$ cat src/rtl/sstf_pkg.sv
package sstf_pkg;

    // table geometry
    localparam int QUEUE_DEPTH = 32;
    localparam int SECTOR_BITS = 48;

    // fixed port widths
    localparam int PORT_SECTOR_W = 48;
    localparam int PENDING_W     = 6;

    // derived widths
    localparam int CUR_W = $clog2(QUEUE_DEPTH);
    localparam int CNT_W = $clog2(QUEUE_DEPTH + 1);

    // request codes
    typedef enum logic {
        REQ_ADD      = 1'b0,
        REQ_DISPATCH = 1'b1
    } req_type_t;

    typedef logic [SECTOR_BITS-1:0] lba_t;

    // per-cell control from the top level
    typedef struct packed {
        logic add_en;       // insert the broadcast sector this cycle
        logic del_en;       // remove the entry at the cursor this cycle
        logic occupied;     // cell index below entry count
        logic from_cursor;  // cell index at or above the cursor
    } cell_ctl_t;

endpackage

$ cat src/rtl/sstf_cell.sv
module sstf_cell (
    input  logic                clk,
    input  sstf_pkg::cell_ctl_t ctl,
    input  sstf_pkg::lba_t      sec,
    input  logic                left_lt,
    input  sstf_pkg::lba_t      left_data,
    input  sstf_pkg::lba_t      right_data,
    output logic                lt,
    output sstf_pkg::lba_t      data,
    output sstf_pkg::lba_t      gap
);

    sstf_pkg::lba_t data_reg;
    sstf_pkg::lba_t data_next;

    // held entry strictly below the new sector
    assign lt   = ctl.occupied && (data_reg < sec);
    // distance to the right neighbor, non-negative since the row is sorted
    assign gap  = right_data - data_reg;
    assign data = data_reg;

    // insert shifts right past the insert point, delete shifts left from cursor
    always_comb
    begin
        data_next = data_reg;
        if (ctl.add_en)
        begin
            if (lt)
                data_next = data_reg;
            else if (left_lt)
                data_next = sec;
            else
                data_next = left_data;
        end
        else if (ctl.del_en && ctl.from_cursor)
        begin
            data_next = right_data;
        end
    end

    // entry storage
    always_ff @(posedge clk)
    begin
        data_reg <= data_next;
    end

endmodule

$ cat config.mk
export PLATFORM = sky130hd
export DESIGN_NAME = sstf_cell
export DESIGN_NICKNAME = d
export VERILOG_FILES = /design/src/rtl/sstf_pkg.sv /design/src/rtl/sstf_cell.sv
export SDC_FILE = /design/constraint.sdc
export NUM_CORES = 1
export LEC_CHECK = 0
export BUFFER_PORTS_ARGS = -buffer_cell sky130_fd_sc_hd__buf_2
export CORE_ASPECT_RATIO = 1.5
export CORE_MARGIN = 2
export CORE_UTILIZATION = 51
export CTS_CLUSTER_DIAMETER = 80
export CTS_CLUSTER_SIZE = 20
export DETAILED_ROUTE_END_ITERATION = 7
export PLACE_DENSITY = 0.8
export SETUP_SLACK_MARGIN = 0.15
export SYNTH_ARGS = -nofsm -noshare
export SYNTH_HDL_FRONTEND = slang
export SYNTH_SLANG_ARGS = --single-unit
$ cat constraint.sdc
create_clock -name clk -period 3.72 [get_ports clk]
set_input_delay 0 -clock clk [delete_from_list [all_inputs] [get_ports clk]]
set_output_delay 0 -clock clk [all_outputs]
set_load 0.1 [all_outputs]
==> results.yml <==
cells_and_area:
  areaGrowthSynthToFinish_pct: 32.01
  largest_reg_flops: 48
  drive_gt1_frac: 0.3068
  fin_cells: 1186
  num-nets-final: 1274
  fin_util: 0.6910
  diodes: 0
routing:
  vias: 6661
  first_iter_violations: 234
  final_antenna_net_count: 0
  drt_wl_total_um: 19500
  drc: 0
  viasPerCell: 5.616
  wire_per_inst_um: 16.44
  drt_first_pass_iters: 5
critical_path:
  cp-end-kind: "output port"
  criticalPathCategory: "flip-flop to output port"
  cp.arrival_ns: 3.45
  rrSetupSlack_ns: 0.61
  cp-start-kind: "flip-flop"
  required_ns: 3.72
  crit_fanout: 7
  timing.rr.start: "data[37]$_DFFE_PP_"
  ff2ff_path_depth: 11
  rr_endpoint: "data[28]$_DFFE_PP_"
synth:
  yosys_warnings: 0
  synth_top_area_frac: 0.2212
  synth.net_count: 1048
  yosysMostFrequentCell: "inv_1"
  syn_avg_cell_area_um2: 8.115
  yosys.area.top_type: "edfxtp_1"
  synth_common_cells: "inv_1, a21oi_1, ha_1, nor2_1"
  synth_edf_count: 48
  synth_area_leaders: "edfxtp_1, ha_1, a21oi_1"
  synth_cell_types: 64
  syn_area_um2: 6516
  ys_dominant_reg_cell: "edfxtp_1"
  synth_cells: 803
  synth_seq_area_share: 0.2212
  synth_seq_cells: 48
  synthArstFlopShare: 0
floorplan:
  io_pins: 247
  core_area_um2: 12450
  initial_core_util: 0.5234
  die_y_um: 142.4
  die_x_um: 96.29
  dieArea_um2: 13720
  std_cell_rows: 50
cts:
  htreeDepth: 2
  hold_buffers: 0
  insertion_delay_ns: 0.29
  cts-root-buf: "clkbuf_16"
  cts_tree: "yes"
  cts.path.max_buffers: 2
  numClockSinks: 48
  cts_setup_buffers: 0
  clkTransAtPathRegs_ns: 0.07
  cts_buffers: 5
grt:
  grt_max_degree: 85
  grt_pass1_vias: 6498
  antenna_found_initial: 0
  overflow: 0
  grt_pass1_wl_um: 29800
  grtUsageTotal: 0.2735
pwr:
  power_leakage_nw: 4.528
  p_total_mw: 4.402
  ir_drop_uv: 419.6
  powerDensity_nw_per_um2: 511.7
job:
  maxCapViolations: 0
timing:
  finalSetupViolCount: 0
  worst-slew-pin-transition_ns: 1.079
  rsz0062_at_grt: "yes"
  fin_tns_setup_ns: 0
  min_period_ns: 3.451
  post-route-period-util: 0.9276
  final-hold-violation-count: 0
  drv_slew: 0
  max_freq_mhz: 289.8
  setup_ws_ns: 0.2695
  fin_skew_ns: 0.007480
  maxSlewHeadroom: 0.2804
worst_hold_path:
  min_from: "right_data[17]"
  min_to: "data[17]$_DFFE_PP_"
  holdCritPathClass: "input pin to flip-flop"
  min_path_cells: 3
placed_design:
  dp.cells: 1178
  numPortBuffers: 246
  place_hpwl_um: 16000
  place_congestion: 0.9603
  dp_slack_ns: 0.4420
status:
  status: "complete, no violations"
-- metrics by stage --
step	cell area (um2)	hold slack, ns
floorplan	6922	0.2256
detailed placement	8351	0.3467
finish	8602	0.05262
CTS	8524	0.03962
global placement	8351	0.3381
global route	8602	0.05598
-- logic make-up after synthesis --
logic type | count (synthesis) | share of synthesized area
buffers and inverters | 137 | 0.08372
and+or+nand+nor | 191 | 0.1415
adders and majority gates | 95 | 0.1836
DFF | 48 | 0.2212
muxes | 48 | 0.07373
AOI/OAI and AO/OA | 238 | 0.2344
xor gates and xnor gates | 46 | 0.06183
-- layout by cell type (no fill, tap or decap), types with 6 or more instances in the layout --
| master | netlist | final |
|---|---|---|
| and3_1 | 6 | 6 |
| xor2_4 | 0 | 7 |
| nor2_1 | 71 | 71 |
| o21ai_0 | 27 | 26 |
| clkbuf_4 | 0 | 9 |
| nand3_1 | 15 | 15 |
| xnor2_4 | 0 | 7 |
| a31oi_1 | 12 | 12 |
| and4_1 | 6 | 6 |
| a21oi_1 | 101 | 99 |
| ha_1 | 94 | 91 |
| xnor2_2 | 0 | 11 |
| nand2_1 | 42 | 42 |
| nor2b_1 | 9 | 9 |
| xnor2_1 | 27 | 9 |
| xor2_1 | 19 | 7 |
| edfxtp_1 | 48 | 48 |
| mux2i_1 | 48 | 48 |
| buf_2 | 5 | 230 |
| buf_12 | 0 | 8 |
| a21o_1 | 46 | 46 |
| inv_1 | 105 | 105 |
| o21bai_1 | 8 | 7 |
| nand2b_1 | 6 | 6 |
| nand4_1 | 12 | 12 |
-- per-layer routing --
layer  share of wire  vias up  GRT usage  routed length, um
met1            0.37     3070     0.2976               7159
met5               0        -          0                  0
li1                -     3306          -                  -
met3           0.061       40    0.03390               1182
met4           0.032        0     0.1075                624
met2            0.54      245     0.5197              10530
-- how the worst max path moves through the flow --
stage / from / endpoint / depth (start not counted)
floorplan: data[13]$_DFFE_PP_ / gap[31] / 10
global placement: data[0]$_DFFE_PP_ / gap[46] / 12
detailed placement: data[13]$_DFFE_PP_ / gap[46] / 12
CTS: data[1]$_DFFE_PP_ / gap[43] / 12
global route: data[0]$_DFFE_PP_ / gap[34] / 13
finish: data[13]$_DFFE_PP_ / gap[46] / 12
-- critical path, cell delays in order, from the launching register on --
cell      delay [ns]
edfxtp_1        0.38
inv_1           0.06
ha_1            0.36
a21oi_1         0.29
o21ai_0         0.17
nor3b_1         0.17
o31a_1          0.27
a31oi_4         0.22
a31oi_4         0.16
a31o_4          0.32
a311oi_4        0.40
xnor2_4         0.17
buf_12          0.19
-- final cells by class --
class | count | area [um2]
multi-input cells | 618 | 5000
inverters | 105 | 394.1
flip-flops and latches | 48 | 1441
well taps | 156 | 195.2
fillers | 1065 | 3847
repair buffers | 251 | 1409
clock inverters | 3 | 37.54
clock buffers | 5 | 125.1
-- repair_timing --
item                       CTS  global route
pin swaps                    0             2
setup endpoints to repair    2            16
resized for setup            2            20
cloned                       0             0
-- where the power goes --
group	internal, mW	total, mW	switching (mW)	leakage, nW
Clock	0.314	0.526	0.212	0.0789
Sequential	0.665	0.707	0.0421	0.458
Combinational	0.801	3.17	2.37	3.99
Total	1.78	4.40	2.62	4.53
No activity file was read; power rests on OpenSTA's default activity.
